## config.mk

```make
export PLATFORM = sky130hd
export DESIGN_NAME = char_lcd_parallel_controller_unit_flat
export DESIGN_NICKNAME = d
export VERILOG_FILES = /design/src/hdl/clpc_pkg.sv /design/src/hdl/clpc_if.sv /design/src/hdl/char_lcd_parallel_controller_unit.sv /design/src/flat_wrapper.sv
export SDC_FILE = /design/constraint.sdc
export NUM_CORES = 1
export LEC_CHECK = 0
export ABC_CLOCK_PERIOD_IN_PS = 9300
export BUFFER_PORTS_ARGS = -buffer_cell sky130_fd_sc_hd__buf_4
export CELL_PAD_IN_SITES_DETAIL_PLACEMENT = 0
export CELL_PAD_IN_SITES_GLOBAL_PLACEMENT = 2
export CORE_ASPECT_RATIO = 1.4
export CORE_MARGIN = 3
export CORE_UTILIZATION = 40
export CTS_CLUSTER_DIAMETER = 150
export DETAILED_ROUTE_END_ITERATION = 12
export PLACE_DENSITY = 0.83
export SLEW_MARGIN = 10
export SYNTH_ARGS = -nofsm -noshare
export SYNTH_HDL_FRONTEND = slang
export SYNTH_SLANG_ARGS = --single-unit
```

## constraint.sdc

```tcl
create_clock -name clk_i -period 9.3 [get_ports clk_i]
set_clock_uncertainty 0.2 [all_clocks]
set_input_delay 1.395 -clock clk_i [delete_from_list [all_inputs] [get_ports clk_i]]
set_output_delay 1.395 -clock clk_i [all_outputs]
set_load 0.1 [all_outputs]
```

## src/hdl/clpc_pkg.sv

```systemverilog
// clpc_pkg: shared types and constants for the character lcd parallel controller
// no dependencies; used by the top level and the testbench
`timescale 1ns / 1ps
`default_nettype none

package clpc_pkg;

  // sequence timing in microsecond ticks
  localparam int unsigned POWERUP_WAIT_US = 15000;
  localparam int unsigned RETRY_WAIT_US   = 5000;
  localparam int unsigned LINE_COLUMNS    = 16;

  localparam int unsigned CNT_W  = 14;
  localparam int unsigned TIME_W = 10;
  localparam int unsigned CFG_IDX_W = 3;

  // display command bytes
  localparam logic [7:0] CMD_ROW0_ADDR = 8'h80;
  localparam logic [7:0] CMD_ROW1_ADDR = 8'hC0;
  localparam logic [7:0] CMD_FUNC_SET  = 8'h38;
  localparam logic [7:0] CMD_DISP_OFF  = 8'h08;
  localparam logic [7:0] CMD_CLEAR     = 8'h01;
  localparam logic [7:0] CMD_ENTRY     = 8'h06;
  localparam logic [7:0] CMD_DISP_ON   = 8'h0D;

  // reset values of the timing registers
  localparam logic [TIME_W-1:0] SETUP_RST  = 10'd100;
  localparam logic [TIME_W-1:0] PULSE_RST  = 10'd400;
  localparam logic [TIME_W-1:0] HOLD_RST   = 10'd400;
  localparam logic [TIME_W-1:0] SAMPLE_RST = 10'd100;

  typedef enum logic [1:0] {
    OP_TICK      = 2'd0,
    OP_WRITE_CHR = 2'd1,
    OP_SET_CUR   = 2'd2,
    OP_INIT      = 2'd3
  } opcode_e;

  typedef enum logic [CFG_IDX_W-1:0] {
    CFG_POLL_BUSY = 3'd0,
    CFG_SETUP     = 3'd1,
    CFG_PULSE     = 3'd2,
    CFG_HOLD      = 3'd3,
    CFG_SAMPLE    = 3'd4
  } cfg_idx_e;

  typedef enum logic [2:0] {
    PH_IDLE    = 3'd0,
    PH_WAIT    = 3'd1,
    PH_BUSY_HI = 3'd2,
    PH_BUSY_LO = 3'd3,
    PH_SETUP   = 3'd4,
    PH_PULSE   = 3'd5,
    PH_HOLD    = 3'd6
  } phase_e;

  // one result word
  typedef struct packed {
    logic       reg_select;
    logic       read_write;
    logic       enable_pin;
    logic [7:0] bus_value;
    logic       bus_drive;
    logic       ready_res;
    logic       request_rejected;
  } res_t;

endpackage

`default_nettype wire

```

## src/hdl/clpc_if.sv

```systemverilog
// clpc_if: request and result channel interfaces with valid/ready handshake
// depends on nothing; the top level and the testbench use them
`timescale 1ns / 1ps
`default_nettype none

interface clpc_req_if;
  logic       valid;
  logic       ready;
  logic [1:0] opcode;
  logic [1:0] row;
  logic [4:0] column;
  logic [7:0] character;
  logic       busy_line;

  modport source (output valid, opcode, row, column, character, busy_line, input ready);
  modport sink (input valid, opcode, row, column, character, busy_line, output ready);
endinterface

interface clpc_res_if;
  logic       valid;
  logic       ready;
  logic       reg_select;
  logic       read_write;
  logic       enable_pin;
  logic [7:0] bus_value;
  logic       bus_drive;
  logic       ready_res;
  logic       request_rejected;

  modport source (output valid, reg_select, read_write, enable_pin, bus_value, bus_drive,
                  ready_res, request_rejected, input ready);
  modport sink (input valid, reg_select, read_write, enable_pin, bus_value, bus_drive,
                ready_res, request_rejected, output ready);
endinterface

`default_nettype wire

```

## src/hdl/char_lcd_parallel_controller_unit.sv

```systemverilog
// char_lcd_parallel_controller_unit: 8-bit character lcd bus sequencer, needs clpc_pkg and clpc_if
// an accepted word's result is registered into the output stage unless an older one waits
// throughput: one word per cycle while the skid stage is empty; a two-entry output buffer
//   keeps accepting one more word while a result waits, then ready drops until the skid drains
// reset: asynchronous, active low; sequencer idle and uninitialised, pins low,
//   bus driven zero, timing registers at their defaults
`timescale 1ns / 1ps
`default_nettype none

module char_lcd_parallel_controller_unit
  import clpc_pkg::*;
(
  input  wire logic                 clk_i,
  input  wire logic                 rst_ni,
  input  wire logic                 cfg_we_i,
  input  wire logic [CFG_IDX_W-1:0] cfg_idx_i,
  input  wire logic [TIME_W-1:0]    cfg_data_i,
  clpc_req_if.sink                  req_i,
  clpc_res_if.source                res_o
);

  localparam int unsigned COL_CMP_W = 6;

  // configuration registers
  logic              poll_busy_q;
  logic [TIME_W-1:0] setup_q, pulse_q, hold_q, sample_q;

  // sequencer state
  phase_e          phase_q, phase_d;
  logic [CNT_W-1:0] cnt_q, cnt_d;
  logic [3:0]      step_q, step_d;
  logic [7:0]      pcmd_q, pcmd_d;
  logic [7:0]      pchr_q, pchr_d;
  logic            follows_q, follows_d;
  logic            inited_q, inited_d;
  logic            sending_q, sending_d;
  logic            rs_q, rs_d, rw_q, rw_d, en_q, en_d, drive_q, drive_d;
  logic [7:0]      bus_q, bus_d;

  // output buffer
  logic out_vld_q, skid_vld_q;
  res_t out_q, skid_q, res_new;

  logic req_fire, res_fire;
  logic [CNT_W-1:0] cnt_inc, wait_lim;
  logic do_adv, do_init, do_start, start_poll, do_setup, rejected;
  opcode_e op;

  assign op       = opcode_e'(req_i.opcode);
  assign req_fire = req_i.valid && req_i.ready;
  assign res_fire = res_o.valid && res_o.ready;
  assign req_i.ready = !skid_vld_q;

  // configuration writes
  always_ff @(posedge clk_i or negedge rst_ni) begin
    if (!rst_ni) begin
      poll_busy_q <= 1'b0;
      setup_q     <= SETUP_RST;
      pulse_q     <= PULSE_RST;
      hold_q      <= HOLD_RST;
      sample_q    <= SAMPLE_RST;
    end else if (cfg_we_i) begin
      case (cfg_idx_e'(cfg_idx_i))
        CFG_POLL_BUSY: poll_busy_q <= cfg_data_i[0];
        CFG_SETUP:     setup_q     <= cfg_data_i;
        CFG_PULSE:     pulse_q     <= cfg_data_i;
        CFG_HOLD:      hold_q      <= cfg_data_i;
        CFG_SAMPLE:    sample_q    <= cfg_data_i;
        default: ;
      endcase
    end
  end

  assign cnt_inc  = cnt_q + CNT_W'(1);
  assign wait_lim = (step_q == 4'd0) ? CNT_W'(POWERUP_WAIT_US) : CNT_W'(RETRY_WAIT_US);

  // next state and result word for one accepted item
  always_comb begin
    phase_d   = phase_q;
    cnt_d     = cnt_q;
    step_d    = step_q;
    pcmd_d    = pcmd_q;
    pchr_d    = pchr_q;
    follows_d = follows_q;
    inited_d  = inited_q;
    sending_d = sending_q;
    rs_d      = rs_q;
    rw_d      = rw_q;
    en_d      = en_q;
    drive_d   = drive_q;
    bus_d     = bus_q;
    do_adv     = 1'b0;
    do_init    = 1'b0;
    do_start   = 1'b0;
    start_poll = 1'b0;
    do_setup   = 1'b0;
    rejected   = 1'b0;

    // tick or request
    if (op == OP_TICK) begin
      cnt_d = cnt_inc;
      case (phase_q)
        PH_WAIT: begin
          if (cnt_inc >= wait_lim) do_adv = 1'b1;
        end
        PH_BUSY_HI: begin
          if (cnt_inc >= CNT_W'(sample_q)) begin
            en_d = 1'b0;
            if (req_i.busy_line) phase_d = PH_BUSY_LO;
            else do_setup = 1'b1;
          end
        end
        PH_BUSY_LO: begin
          en_d    = 1'b1;
          phase_d = PH_BUSY_HI;
          cnt_d   = '0;
        end
        PH_SETUP: begin
          if (cnt_inc >= CNT_W'(setup_q)) begin
            en_d    = 1'b1;
            phase_d = PH_PULSE;
            cnt_d   = '0;
          end
        end
        PH_PULSE: begin
          if (cnt_inc >= CNT_W'(pulse_q)) begin
            en_d    = 1'b0;
            phase_d = PH_HOLD;
            cnt_d   = '0;
          end
        end
        PH_HOLD: begin
          if (cnt_inc >= CNT_W'(hold_q)) do_adv = 1'b1;
        end
        default: cnt_d = '0;
      endcase
    end else if (phase_q != PH_IDLE) begin
      rejected = 1'b1;
    end else if (op == OP_INIT) begin
      inited_d  = 1'b0;
      follows_d = 1'b0;
      sending_d = 1'b0;
      step_d    = 4'd0;
      rs_d      = 1'b0;
      rw_d      = 1'b0;
      en_d      = 1'b0;
      bus_d     = 8'h00;
      drive_d   = 1'b1;
      do_init   = 1'b1;
    end else if (!inited_q || req_i.row > 2'd1 ||
                 {1'b0, req_i.column} >= COL_CMP_W'(LINE_COLUMNS)) begin
      rejected = 1'b1;
    end else begin
      pcmd_d     = (req_i.row == 2'd0 ? CMD_ROW0_ADDR : CMD_ROW1_ADDR) +
                   {3'b000, req_i.column};
      pchr_d     = req_i.character;
      follows_d  = (op == OP_WRITE_CHR);
      sending_d  = 1'b0;
      do_start   = 1'b1;
      start_poll = poll_busy_q;
    end

    // end of a wait or a write
    if (do_adv) begin
      if (!inited_q) begin
        step_d  = step_q + 4'd1;
        do_init = 1'b1;
      end else if (follows_q) begin
        follows_d  = 1'b0;
        sending_d  = 1'b1;
        do_start   = 1'b1;
        start_poll = poll_busy_q;
      end else begin
        phase_d = PH_IDLE;
      end
    end

    // power-up sequence step
    if (do_init) begin
      case (step_d)
        4'd0, 4'd2, 4'd4: begin
          phase_d = PH_WAIT;
          cnt_d   = '0;
        end
        4'd1, 4'd3, 4'd5, 4'd6: begin
          pcmd_d     = CMD_FUNC_SET;
          sending_d  = 1'b0;
          do_start   = 1'b1;
          start_poll = (step_d == 4'd6);
        end
        4'd7, 4'd8, 4'd9, 4'd10: begin
          case (step_d)
            4'd7:    pcmd_d = CMD_DISP_OFF;
            4'd8:    pcmd_d = CMD_CLEAR;
            4'd9:    pcmd_d = CMD_ENTRY;
            default: pcmd_d = CMD_DISP_ON;
          endcase
          sending_d  = 1'b0;
          do_start   = 1'b1;
          start_poll = 1'b1;
        end
        default: begin
          inited_d = 1'b1;
          step_d   = 4'd0;
          phase_d  = PH_IDLE;
        end
      endcase
    end

    // start a write, with or without a busy read
    if (do_start) begin
      if (start_poll) begin
        rs_d    = 1'b0;
        rw_d    = 1'b1;
        en_d    = 1'b1;
        drive_d = 1'b0;
        bus_d   = 8'h00;
        phase_d = PH_BUSY_HI;
        cnt_d   = '0;
      end else begin
        do_setup = 1'b1;
      end
    end

    // drive rs and the byte, enable low
    if (do_setup) begin
      rs_d    = sending_d;
      rw_d    = 1'b0;
      en_d    = 1'b0;
      drive_d = 1'b1;
      bus_d   = sending_d ? pchr_d : pcmd_d;
      phase_d = PH_SETUP;
      cnt_d   = '0;
    end

    res_new.reg_select       = rs_d;
    res_new.read_write       = rw_d;
    res_new.enable_pin       = en_d;
    res_new.bus_value        = drive_d ? bus_d : 8'h00;
    res_new.bus_drive        = drive_d;
    res_new.ready_res        = (phase_d == PH_IDLE) && inited_d;
    res_new.request_rejected = rejected;
  end

  // sequencer state register
  always_ff @(posedge clk_i or negedge rst_ni) begin
    if (!rst_ni) begin
      phase_q   <= PH_IDLE;
      cnt_q     <= '0;
      step_q    <= 4'd0;
      pcmd_q    <= 8'h00;
      pchr_q    <= 8'h00;
      follows_q <= 1'b0;
      inited_q  <= 1'b0;
      sending_q <= 1'b0;
      rs_q      <= 1'b0;
      rw_q      <= 1'b0;
      en_q      <= 1'b0;
      drive_q   <= 1'b1;
      bus_q     <= 8'h00;
    end else if (req_fire) begin
      phase_q   <= phase_d;
      cnt_q     <= cnt_d;
      step_q    <= step_d;
      pcmd_q    <= pcmd_d;
      pchr_q    <= pchr_d;
      follows_q <= follows_d;
      inited_q  <= inited_d;
      sending_q <= sending_d;
      rs_q      <= rs_d;
      rw_q      <= rw_d;
      en_q      <= en_d;
      drive_q   <= drive_d;
      bus_q     <= bus_d;
    end
  end

  // two-entry output buffer: result register plus skid stage
  always_ff @(posedge clk_i or negedge rst_ni) begin
    if (!rst_ni) begin
      out_vld_q  <= 1'b0;
      skid_vld_q <= 1'b0;
    end else begin
      if (skid_vld_q) begin
        if (res_fire) begin
          out_vld_q  <= 1'b1;
          skid_vld_q <= 1'b0;
        end
      end else if (req_fire) begin
        if (!out_vld_q || res_fire) out_vld_q <= 1'b1;
        else skid_vld_q <= 1'b1;
      end else if (res_fire) begin
        out_vld_q <= 1'b0;
      end
    end
  end

  // result payload
  always_ff @(posedge clk_i) begin
    if (skid_vld_q) begin
      if (res_fire) out_q <= skid_q;
    end else if (req_fire) begin
      if (!out_vld_q || res_fire) out_q <= res_new;
      else skid_q <= res_new;
    end
  end

  assign res_o.valid            = out_vld_q;
  assign res_o.reg_select       = out_q.reg_select;
  assign res_o.read_write       = out_q.read_write;
  assign res_o.enable_pin       = out_q.enable_pin;
  assign res_o.bus_value        = out_q.bus_value;
  assign res_o.bus_drive        = out_q.bus_drive;
  assign res_o.ready_res        = out_q.ready_res;
  assign res_o.request_rejected = out_q.request_rejected;

endmodule

`default_nettype wire

```

## src/flat_wrapper.sv

```systemverilog
// flat-port wrapper written by rule: the top's interface ports become plain ports
module char_lcd_parallel_controller_unit_flat import clpc_pkg::*;
  (clk_i, rst_ni, cfg_we_i, cfg_idx_i, cfg_data_i, req_i_valid, req_i_opcode, req_i_row, req_i_column, req_i_character, req_i_busy_line, req_i_ready, res_o_valid, res_o_reg_select, res_o_read_write, res_o_enable_pin, res_o_bus_value, res_o_bus_drive, res_o_ready_res, res_o_request_rejected, res_o_ready);
  clpc_req_if req_i_i ();
  clpc_res_if res_o_i ();
  input  wire logic clk_i;
  input  wire logic rst_ni;
  input  wire logic cfg_we_i;
  input  wire logic [CFG_IDX_W-1:0] cfg_idx_i;
  input  wire logic [TIME_W-1:0] cfg_data_i;
  input wire logic [$bits(req_i_i.valid)-1:0] req_i_valid;
  input wire logic [$bits(req_i_i.opcode)-1:0] req_i_opcode;
  input wire logic [$bits(req_i_i.row)-1:0] req_i_row;
  input wire logic [$bits(req_i_i.column)-1:0] req_i_column;
  input wire logic [$bits(req_i_i.character)-1:0] req_i_character;
  input wire logic [$bits(req_i_i.busy_line)-1:0] req_i_busy_line;
  output wire logic [$bits(req_i_i.ready)-1:0] req_i_ready;
  output wire logic [$bits(res_o_i.valid)-1:0] res_o_valid;
  output wire logic [$bits(res_o_i.reg_select)-1:0] res_o_reg_select;
  output wire logic [$bits(res_o_i.read_write)-1:0] res_o_read_write;
  output wire logic [$bits(res_o_i.enable_pin)-1:0] res_o_enable_pin;
  output wire logic [$bits(res_o_i.bus_value)-1:0] res_o_bus_value;
  output wire logic [$bits(res_o_i.bus_drive)-1:0] res_o_bus_drive;
  output wire logic [$bits(res_o_i.ready_res)-1:0] res_o_ready_res;
  output wire logic [$bits(res_o_i.request_rejected)-1:0] res_o_request_rejected;
  input wire logic [$bits(res_o_i.ready)-1:0] res_o_ready;
  assign req_i_i.valid = req_i_valid;
  assign req_i_i.opcode = req_i_opcode;
  assign req_i_i.row = req_i_row;
  assign req_i_i.column = req_i_column;
  assign req_i_i.character = req_i_character;
  assign req_i_i.busy_line = req_i_busy_line;
  assign req_i_ready = req_i_i.ready;
  assign res_o_valid = res_o_i.valid;
  assign res_o_reg_select = res_o_i.reg_select;
  assign res_o_read_write = res_o_i.read_write;
  assign res_o_enable_pin = res_o_i.enable_pin;
  assign res_o_bus_value = res_o_i.bus_value;
  assign res_o_bus_drive = res_o_i.bus_drive;
  assign res_o_ready_res = res_o_i.ready_res;
  assign res_o_request_rejected = res_o_i.request_rejected;
  assign res_o_i.ready = res_o_ready;
  char_lcd_parallel_controller_unit u_core (.clk_i(clk_i), .rst_ni(rst_ni), .cfg_we_i(cfg_we_i), .cfg_idx_i(cfg_idx_i), .cfg_data_i(cfg_data_i), .req_i(req_i_i), .res_o(res_o_i));
endmodule
```

# [Word-level counts from Yosys, hierarchy flattened]
# Cells that the tools add are included.
[totals] reg_bits=123 input_bits=36 output_inout_bits=16
[op_classes] n_addsub=3 order_cmp=7 n_eq_ne=24 muxes=150 n_bitwise=2 reduce_logical=33
[op_table] operator="two-way mux 14 bit" n=13
[op_table] operator="two-way mux 8 bit" n=17
[op_table] operator="two-way mux 1 bit" n=92
[op_table] operator=">= comparator 14 x 10 -> 1 bit" n=4
[op_table] operator="case mux 14 bit (3 select lines)" n=1
[op_table] operator="two-way mux 3 bit" n=12
[op_table] operator="two-way mux 4 bit" n=7
[op_table] operator="== test 4 x 3 -> 1 bit (second input constant)" n=4
[op_table] operator="case mux 8 bit (2 select lines)" n=1
[op_table] operator="adder 14 x 1 -> 14 bit (second input constant)" n=1
[op_table] operator=">= comparator 14 bit" n=1
[op_table] operator="== test 3 x 2 -> 1 bit (second input constant)" n=4
[op_table] operator="== test 3 bit (second input constant)" n=4
[op_table] operator="== test 4 bit (second input constant)" n=3
[op_table] operator="case mux 3 bit (4 select lines)" n=1
[op_table] operator="case mux 4 bit (3 select lines)" n=1
[op_table] operator="OR reduction 11 bit" n=1
[op_table] operator="AND reduction 2 bit" n=5
[op_table] operator="AND reduction 3 bit" n=3
[op_table] operator="adder 8 x 5 -> 8 bit" n=1
[op_table] operator="== test 4 x 2 -> 1 bit (second input constant)" n=2
[op_table] operator="zero test 4 bit" n=2
[op_table] operator="OR reduction 4 bit" n=2
[op_table] operator="OR reduction 8 bit" n=1
[op_table] operator="other kinds (22)" n=36

# [Logic depth before layout (Yosys ltp)]
# Gate-level depths: netlist of the first run.
[depth] depth_word=20 ltp_mapped=19 mapped_depth_nobuf=16

# [Worst setup path before layout of the first run]
# OpenSTA, ideal clock, no wires.
[synth_timing] path_kind="register -> register" startpoint="reg u_core.cnt_q[0]" endpoint="reg u_core.out_q, in the netlist u_core.res_o.bus_value[3] (data pin)" setup_ns=0.287 t_arrival_ns=3.857 t_required_ns=8.813 path_slack_ns=4.956 stages_incl_launch_ff=18 n_path_buf=2 synth_period_minus_slack_ns=4.344 cell_sequence="dfrtp_1 > ha_1 > nand4_1 > or2_2 > nor2_1 > xor2_1 > ha_1 > nand4_1 > a21oi_1 > o41ai_1 > o211ai_1 > o211a_1 > or2_0 > buf_6 > a221o_1 > buf_6 > nor3_1 > a221oi_1"
[synth_between] elab_chain_len=17
[synth_rtl] element="start, declared" line_no="char_lcd_parallel_controller_unit.sv:30" source="logic [CNT_W-1:0] cnt_q, cnt_d;"
[synth_rtl] element="start signal, assigned" line_no="char_lcd_parallel_controller_unit.sv:263" source="cnt_q <= cnt_d;"
[synth_rtl] element="adder 14 x 1 -> 14 bit *" line_no="char_lcd_parallel_controller_unit.sv:74" source="assign cnt_inc = cnt_q + CNT_W'(1);"
[synth_rtl] element=">= comparator 14 x 10 -> 1 bit or >= comparator 14 bit (tied branches)" line_no="char_lcd_parallel_controller_unit.sv:133, char_lcd_parallel_controller_unit.sv:104"
[synth_rtl] element="two-way mux 1 bit (on tied branches)" line_no="char_lcd_parallel_controller_unit.sv:133, char_lcd_parallel_controller_unit.sv:104"
[synth_rtl] element="case mux 1 bit (2 select lines)" line_no="char_lcd_parallel_controller_unit.sv:102" source="case (phase_q)"
[synth_rtl] element="two-way mux 1 bit" line_no="char_lcd_parallel_controller_unit.sv:100" source="if (op == OP_TICK) begin"
[synth_rtl] element="two-way mux 4 bit" line_no="char_lcd_parallel_controller_unit.sv:164" source="if (do_adv) begin"
[synth_rtl] element="== test 4 bit (tied with other cells)" line_no="char_lcd_parallel_controller_unit.sv:180" source="case (step_d)"
[synth_rtl] element="OR reduction 4 bit" line_no="char_lcd_parallel_controller_unit.sv:180"
[synth_rtl] element="case mux 1 bit (2 select lines)" line_no="char_lcd_parallel_controller_unit.sv:180"
[synth_rtl] element="two-way mux 1 bit" line_no="char_lcd_parallel_controller_unit.sv:179" source="if (do_init) begin"
[synth_rtl] element="two-way mux 8 bit or two-way mux 1 bit (tied branches)" line_no="char_lcd_parallel_controller_unit.sv:212" source="if (start_poll) begin"
[synth_rtl] element="two-way mux 8 bit or two-way mux 1 bit (tied branches)" line_no="char_lcd_parallel_controller_unit.sv:211" source="if (do_start) begin"
[synth_rtl] element="two-way mux 8 bit or two-way mux 1 bit (tied branches)" line_no="char_lcd_parallel_controller_unit.sv:226" source="if (do_setup) begin"
[synth_rtl] element="two-way mux 8 bit *" line_no="char_lcd_parallel_controller_unit.sv:239" source="res_new.bus_value = drive_d ? bus_d : 8'h00;"
[synth_rtl] element="two-way mux 14 bit *" line_no="char_lcd_parallel_controller_unit.sv:303" source="if (!out_vld_q || res_fire) out_q <= res_new;"
[synth_rtl] element="two-way mux 14 bit *" line_no="char_lcd_parallel_controller_unit.sv:302" source="end else if (req_fire) begin"
[synth_rtl] element="two-way mux 14 bit *" line_no="char_lcd_parallel_controller_unit.sv:300" source="if (skid_vld_q) begin"
[synth_rtl] element="end signal, assigned" line_no="char_lcd_parallel_controller_unit.sv:301" source="if (res_fire) out_q <= skid_q;"
[synth_rtl] element="end signal, assigned" line_no="char_lcd_parallel_controller_unit.sv:303"
[synth_rtl] element="end, declared" line_no="char_lcd_parallel_controller_unit.sv:42" source="res_t out_q, skid_q, res_new;"
# Mark *: on every way between the ends. The rest lies on a longest branch, timed or not. The select of a mux whose other input is x is not followed.
# A chain may end at the register's enable or synchronous reset.

# [Worst setup path in the final report of the first run]
[layout_timing] startpoint="reg u_core.cnt_q[0]" endpoint="reg u_core.out_q, in the netlist u_core.res_o.bus_value[2] (data pin)"
# The elaborated chain is that of the path after synthesis.

==> flow_summary.json, run 1 <==
{
  "period_share": 0.593,
  "cts.htree.levels": 4,
  "rr_endpoint": "u_core.res_o.bus_value[2]$_DFFE_PP_",
  "netlist_area_mm2": 0.00733,
  "max_freq_mhz": 181,
  "r2r_setup_slack_ns": 3.78,
  "p_leak_nw": 3.78,
  "syn_area_per_cell_um2": 9.55,
  "hold_path.class": "reg -> reg",
  "grt_util_all_layers": 0.205,
  "cp-start-kind": "flip-flop",
  "hold_ws_ns": 0.283,
  "start_util": 0.415,
  "worst_pin_slew_ns": 0.922,
  "wl_per_cell_um": 18.7,
  "yosysTopAreaCell": "dfrtp_1",
  "grt_overflow": 0,
  "fp.dieH_um": 166,
  "path_delay_family": "compound AO/OA/AOI/OAI gates",
  "ir_worst_vdd_v": 0.000114,
  "rows": 57,
  "drc": 0,
  "critical_path_class": "reg -> reg",
  "cp.required_ns": 9.36,
  "setup_tns_ns": 0,
  "finalCriticalPeriod_ns": 5.52,
  "rsz0062_at_grt": "false",
  "slew_violations": 0,
  "synth_edf_count": 28,
  "design_area_mm2": 0.00853,
  "portBuffers": 51,
  "grt_pass1_vias": 6089,
  "ios": 52,
  "layout-drive-gt1-share": 0.183,
  "gp_congestion": 0.871,
  "ys_seq_elements": 123,
  "power.density_mw_per_mm2": 234,
  "antenna_found_initial": 0,
  "drtIter0Drc": 447,
  "crit_fanout": 12,
  "hpwl_um": 14800,
  "core_mm2": 0.0177,
  "synth_common_cells": "nand2_1, dfrtp_1, inv_1",
  "worstPathCellList": "ha_1 -> nand4_1 -> or2_2 -> nor2_1 -> xor2_1 -> ha_1 -> nand4_1 -> a21oi_1 -> o41ai_1 -> o211ai_1 -> o211ai_1 -> nand3_2 -> or3_1 -> a21oi_1 -> o21ai_0 -> o221ai_1",
  "slew_headroom": 0.385,
  "clockBufferDepth": 2,
  "ys_seq_area_frac": 0.441,
  "place_area_mm2": 0.00791,
  "firstDrtPassIters": 7,
  "cp_num_cells": 16,
  "cts_root_buf": "clkbuf_16",
  "die-area_mm2": 0.0200,
  "cts_tree": "yes",
  "clkSinkCount": 123,
  "synth_top_area_share": 0.280,
  "grt_max_degree": 57,
  "crit_end": "u_core.res_o.bus_value[2]$_DFFE_PP_",
  "status": "finished clean",
  "worst-path-buf-inv": 0,
  "crit_slowest_cell": "a21oi_1",
  "synthArstFlopShare": 0.772,
  "reg2reg_from": "u_core.cnt_q[0]$_DFFE_PN0P_",
  "cts_hold_buf": 0,
  "vias": 5930,
  "cap_violations": 0,
  "cts_setup_buffers": 0,
  "synthTopCellsByArea": "dfrtp_1, edfxtp_1, ha_1",
  "clk_latency_ns": 0.43,
  "syn-num-nets": 850,
  "synth_most_common_cell": "nand2_1",
  "avgViaCountPerCell": 5.59,
  "ff2ff_path_depth": 16,
  "cts_inserted_buffers": 17,
  "ys_warn_count": 0,
  "hold_violations": 0,
  "nNetsFinal": 894,
  "synthToLayoutAreaGrowth_pct": 16.3,
  "grt_pass1_wl_um": 32100,
  "cts_resized": 0,
  "cts.clk_slew.worst_paths_ns": 0.06,
  "synth_flop_cell": "dfrtp_1",
  "crit_start": "u_core.cnt_q[0]$_DFFE_PN0P_",
  "nFillCells": 1731,
  "die_w_um": 120,
  "routed_wl_um": 19800,
  "setup_viol": 0,
  "num_antenna_cells": 0,
  "final_antenna_net_count": 0,
  "synth_cell_types": 80,
  "max_stage_delay_ns": 0.70,
  "cp-end-kind": "flip-flop",
  "arrival_ns": 5.57,
  "netlist_instances": 768
}
## report_power, final
part / switching, mW / total [mW] / internal [mW]
logic: 0.466 / 0.626 / 0.160
clock network: 0.292 / 0.676 / 0.384
registers: 0.0370 / 0.695 / 0.658
total: 0.795 / 2.00 / 1.20
## per-stage QoR
step	setup slack, ns	total power, mW	instances	utilization
CTS	3.75	2.02	1061	0.481
finish	3.78	2.00	1061	0.482
floorplan	4.96	1.16	768	-
detailed placement	3.76	1.34	1029	0.447
global placement	3.91	1.32	1029	0.447
global route	3.34	2.09	1061	0.482
## layout make-up
cell class,instances,area [um^2],area share
clock buffers,17,425,0.0499
clock inverters,15,176,0.0207
inverters,69,259,0.0304
multi-input cells,543,3700,0.434
flip-flops and latches,123,3230,0.379
well taps,236,295,0.0346
repair buffers,58,435,0.0511
## logic make-up after synthesis
| family | count (synthesis) | share of synthesized area |
|---|---|---|
| buffers and inverters | 102 | 0.0573 |
| XOR/XNOR | 17 | 0.0203 |
| flip-flops | 123 | 0.441 |
| AND/OR/NAND/NOR | 228 | 0.152 |
| adder cells (fa/ha/maj) | 46 | 0.0785 |
| multiplexers | 34 | 0.0538 |
| AO/OA/AOI/OAI | 218 | 0.197 |
## registers in the layout, indices dropped and copies added (netlist names), 10 cells and up
name / cells
u_core.hold_q: 10
u_core.setup_q: 10
u_core.skid_q: 14
u_core.cnt_q: 14
u_core.pulse_q: 10
u_core.sample_q: 10
## worst min path at each step
stage	from	end	slack [ns]	cells after the start
global route	u_core.pcmd_q[1]$_DFFE_PN0P_	u_core.pcmd_q[1]$_DFFE_PN0P_	0.30	1
floorplan	u_core.sending_q$_DFFE_PN0P_	u_core.sending_q$_DFFE_PN0P_	0.24	2
finish	u_core.pcmd_q[1]$_DFFE_PN0P_	u_core.pcmd_q[1]$_DFFE_PN0P_	0.28	1
detailed placement	u_core.pcmd_q[0]$_DFFE_PN0P_	u_core.pcmd_q[0]$_DFFE_PN0P_	0.27	1
CTS	u_core.pcmd_q[0]$_DFFE_PN0P_	u_core.pcmd_q[0]$_DFFE_PN0P_	0.28	1
global placement	u_core.rs_q$_DFFE_PN0P_	u_core.rs_q$_DFFE_PN0P_	0.27	2
## cells in the final DEF (no fill, tap or decap), types with 9 or more instances in the layout
master and n:
a21oi_1 52, a22o_1 10, buf_4 58, clkbuf_16 17, dfrtp_1 82, dfstp_2 13, edfxtp_1 28, ha_1 46
inv_1 68, mux2_2 23, mux2i_1 9, nand2_1 93, nand3_1 18, nor2_1 38, nor3_1 12, o211ai_1 11
o21ai_0 63, o2bb2ai_1 10, xnor2_1 9
## worst reg2reg max path, stage by stage, from the launching register on
cell	delay, ns
dfrtp_1	0.50
ha_1	0.30
nand4_1	0.24
or2_2	0.37
nor2_1	0.13
xor2_1	0.47
ha_1	0.35
nand4_1	0.08
a21oi_1	0.05
o41ai_1	0.08
o211ai_1	0.23
o211ai_1	0.32
nand3_2	0.25
or3_1	0.42
a21oi_1	0.70
o21ai_0	0.39
o221ai_1	0.27
## layer usage
layer | vias up | part of all wire | track usage
met5 | - | 0 | 0
li1 | 2866 | - | -
met4 | 0 | 0.029 | 0.0799
met2 | 160 | 0.55 | 0.381
met1 | 2867 | 0.39 | 0.229
met3 | 37 | 0.035 | 0.0368
No activity file was read; power rests on OpenSTA's default activity.
==> run 2: changes to the inputs <==
--- a/config.mk
+++ b/config.mk
@@ -5,16 +5,16 @@
 export SDC_FILE = /design/constraint.sdc
 export NUM_CORES = 1
 export LEC_CHECK = 0
-export ABC_CLOCK_PERIOD_IN_PS = 9300
+export ABC_CLOCK_PERIOD_IN_PS = 5310
 export BUFFER_PORTS_ARGS = -buffer_cell sky130_fd_sc_hd__buf_4
 export CELL_PAD_IN_SITES_DETAIL_PLACEMENT = 0
 export CELL_PAD_IN_SITES_GLOBAL_PLACEMENT = 2
 export CORE_ASPECT_RATIO = 1.4
 export CORE_MARGIN = 3
-export CORE_UTILIZATION = 40
+export CORE_UTILIZATION = 39
 export CTS_CLUSTER_DIAMETER = 150
 export DETAILED_ROUTE_END_ITERATION = 12
-export PLACE_DENSITY = 0.83
+export PLACE_DENSITY = 0.81
 export SLEW_MARGIN = 10
 export SYNTH_ARGS = -nofsm -noshare
 export SYNTH_HDL_FRONTEND = slang
==> constraint.sdc (replaced) <==
create_clock -name clk_i -period 5.31 [get_ports clk_i]
set_clock_uncertainty 0.2 [all_clocks]
set_input_delay 0.7965 -clock clk_i [delete_from_list [all_inputs] [get_ports clk_i]]
set_output_delay 0.7965 -clock clk_i [all_outputs]
set_load 0.1 [all_outputs]
==> run 2 against run 1 <==
Sequential power grew 80%. Global-route usage shrank 0.20 points. Cell area grew 1.4%. Power grew 78%. First-iteration DRC count shrank 30%. Combinational power grew 71%. Routed wire length grew 2.7%. Critical path type unchanged. Largest power group unchanged. Highest routed layer unchanged.
==> flow_summary.json, run 2 (synthesis gave the netlist of run 1 again) <==
{
  "status": "finished clean",
  "rows": 58,
  "worstPathCellList": "nand3_2 -> nor4_1 -> xnor2_1 -> inv_1 -> ha_1 -> nand2b_1 -> nor4_1 -> nor3_1 -> nor4_2 -> o211a_1 -> nor2_2 -> or4_1 -> a31o_2 -> a221o_1 -> a221oi_2",
  "drc": 0,
  "cts.clk_slew.worst_paths_ns": 0.06,
  "wl_per_cell_um": 18.9,
  "rr_endpoint": "u_core.res_o.bus_value[1]$_DFFE_PP_",
  "multi_input_area_mm2": 0.00370,
  "clockPowerShare": 0.347,
  "nFillCells": 1767,
  "worst-path-buf-inv": 1,
  "firstDrtPassIters": 5,
  "portBuffers": 51,
  "ir_worst_vdd_v": 0.000193,
  "slew_violations": 0,
  "swShare": 0.376,
  "die-area_mm2": 0.0205,
  "max_freq_mhz": 203,
  "start_util": 0.403,
  "final_cell_mix": "nand2_1, dfrtp_1, buf_4",
  "layout-drive-gt1-share": 0.196,
  "cts.htree.levels": 4,
  "cp-end-kind": "flip-flop",
  "final_common_cell": "nand2_1",
  "vias": 5926,
  "setup_viol": 0,
  "arrival_ns": 4.98,
  "crit_slowest_cell": "or4_1",
  "fp.dieH_um": 168,
  "routed_wl_um": 20300,
  "hold_path.class": "in -> async",
  "finalPower_mw": 3.56,
  "p_seq_frac": 0.352,
  "hpwl_um": 15600,
  "clkSinkCount": 123,
  "synthToLayoutAreaGrowth_pct": 17.9,
  "die_w_um": 122,
  "grt_max_degree": 52,
  "crit_start": "u_core.cnt_q[0]$_DFFE_PN0P_",
  "cts_inserted_buffers": 17,
  "num_antenna_cells": 0,
  "cp-start-kind": "flip-flop",
  "crit_fanout": 10,
  "critical_path_class": "reg -> reg",
  "grt_pass1_vias": 6131,
  "rsz0062_at_grt": "false",
  "cp.required_ns": 5.36,
  "hold_violations": 0,
  "setup_tns_ns": 0,
  "core_mm2": 0.0182,
  "path_delay_family": "simple AND/OR/NAND/NOR gates",
  "combPwrFrac": 0.301,
  "largestRegisters": "u_core.cnt_q (14), u_core.skid_q (14)",
  "cts_tree": "yes",
  "grt_pass1_wl_um": 32200,
  "r2r_setup_slack_ns": 0.38,
  "antenna_found_initial": 0,
  "ios": 52,
  "internal_power_mw": 2.22,
  "grt_overflow": 0,
  "switchingPower_mw": 1.34,
  "setup_slack_ns": 0.382,
  "clockBufferDepth": 2,
  "cts_root_buf": "clkbuf_16",
  "period_share": 0.928,
  "drtIter0Drc": 314,
  "slew_headroom": 0.348,
  "power.density_mw_per_mm2": 412,
  "p_leak_nw": 3.85,
  "cp_common_cell": "nor4_1",
  "cap_violations": 0,
  "cts_hold_buf": 0,
  "worst_pin_slew_ns": 0.977,
  "grt_util_all_layers": 0.203,
  "seqCellArea_mm2": 0.00323,
  "clk_latency_ns": 0.42,
  "reg2reg_from": "u_core.cnt_q[0]$_DFFE_PN0P_",
  "gp_congestion": 0.825,
  "post-place-ws_ns": 0.261,
  "final_antenna_net_count": 0,
  "max_stage_delay_ns": 0.59,
  "nNetsFinal": 906,
  "avgViaCountPerCell": 5.50,
  "cp_num_cells": 15,
  "finalCriticalPeriod_ns": 4.93,
  "ff2ff_path_depth": 15
}
-- run 2: per-stage QoR --
stage               hold WS (ns)   util  cells  area (um^2)
global placement           0.262  0.440   1045         8010
detailed placement         0.270  0.440   1045         8010
global route               0.251  0.475   1077         8640
finish                     0.222  0.475   1077         8640
CTS                        0.234  0.474   1077         8630
floorplan                  0.244      -    768         7330
-- run 2: cell type report --
type                    instances  share of cell area
multi-input cells             543               0.428
well taps                     240              0.0347
clock buffers                  18              0.0496
clock inverters                14              0.0226
repair buffers                 70              0.0608
flip-flops and latches        123               0.374
inverters                      69              0.0300
-- run 2: how the worst max path moves through the flow --
| stage | to |
|---|---|
| floorplan | u_core.res_o.bus_value[3]$_DFFE_PP_ |
| global placement | u_core.res_o.bus_value[0]$_DFFE_PP_ |
| detailed placement | u_core.res_o.bus_value[0]$_DFFE_PP_ |
| CTS | u_core.res_o.bus_value[0]$_DFFE_PP_ |
| global route | u_core.res_o.bus_value[1]$_DFFE_PP_ |
| finish | u_core.res_o.bus_value[1]$_DFFE_PP_ |
-- run 2: layer usage --
| layer | wire length, um | share of wire | vias to the layer above | track usage |
|---|---|---|---|---|
| li1 | - | - | 2884 | - |
| met5 | 0 | 0 | - | 0 |
| met3 | 599 | 0.029 | 45 | 0.0386 |
| met4 | 741 | 0.036 | 0 | 0.0926 |
| met1 | 7720 | 0.38 | 2869 | 0.211 |
| met2 | 11300 | 0.55 | 128 | 0.387 |
-- run 2: what timing repair did --
action                                  4_1_cts  5_1_grt
endpoints found under the hold margin         0        0
endpoints found under the setup margin        0       20
setup buffers                                 0        0
gates resized for setup                       0        3
-- run 2: power groups by stage --
stage               sequential, mW  combinational [mW]  clock [mW]
CTS                           1.25                1.08        1.26
finish                        1.25                1.07        1.24
global placement              1.27                1.07           0
global route                  1.27                1.16        1.30
floorplan                     1.58               0.443           0
detailed placement            1.27                1.08           0
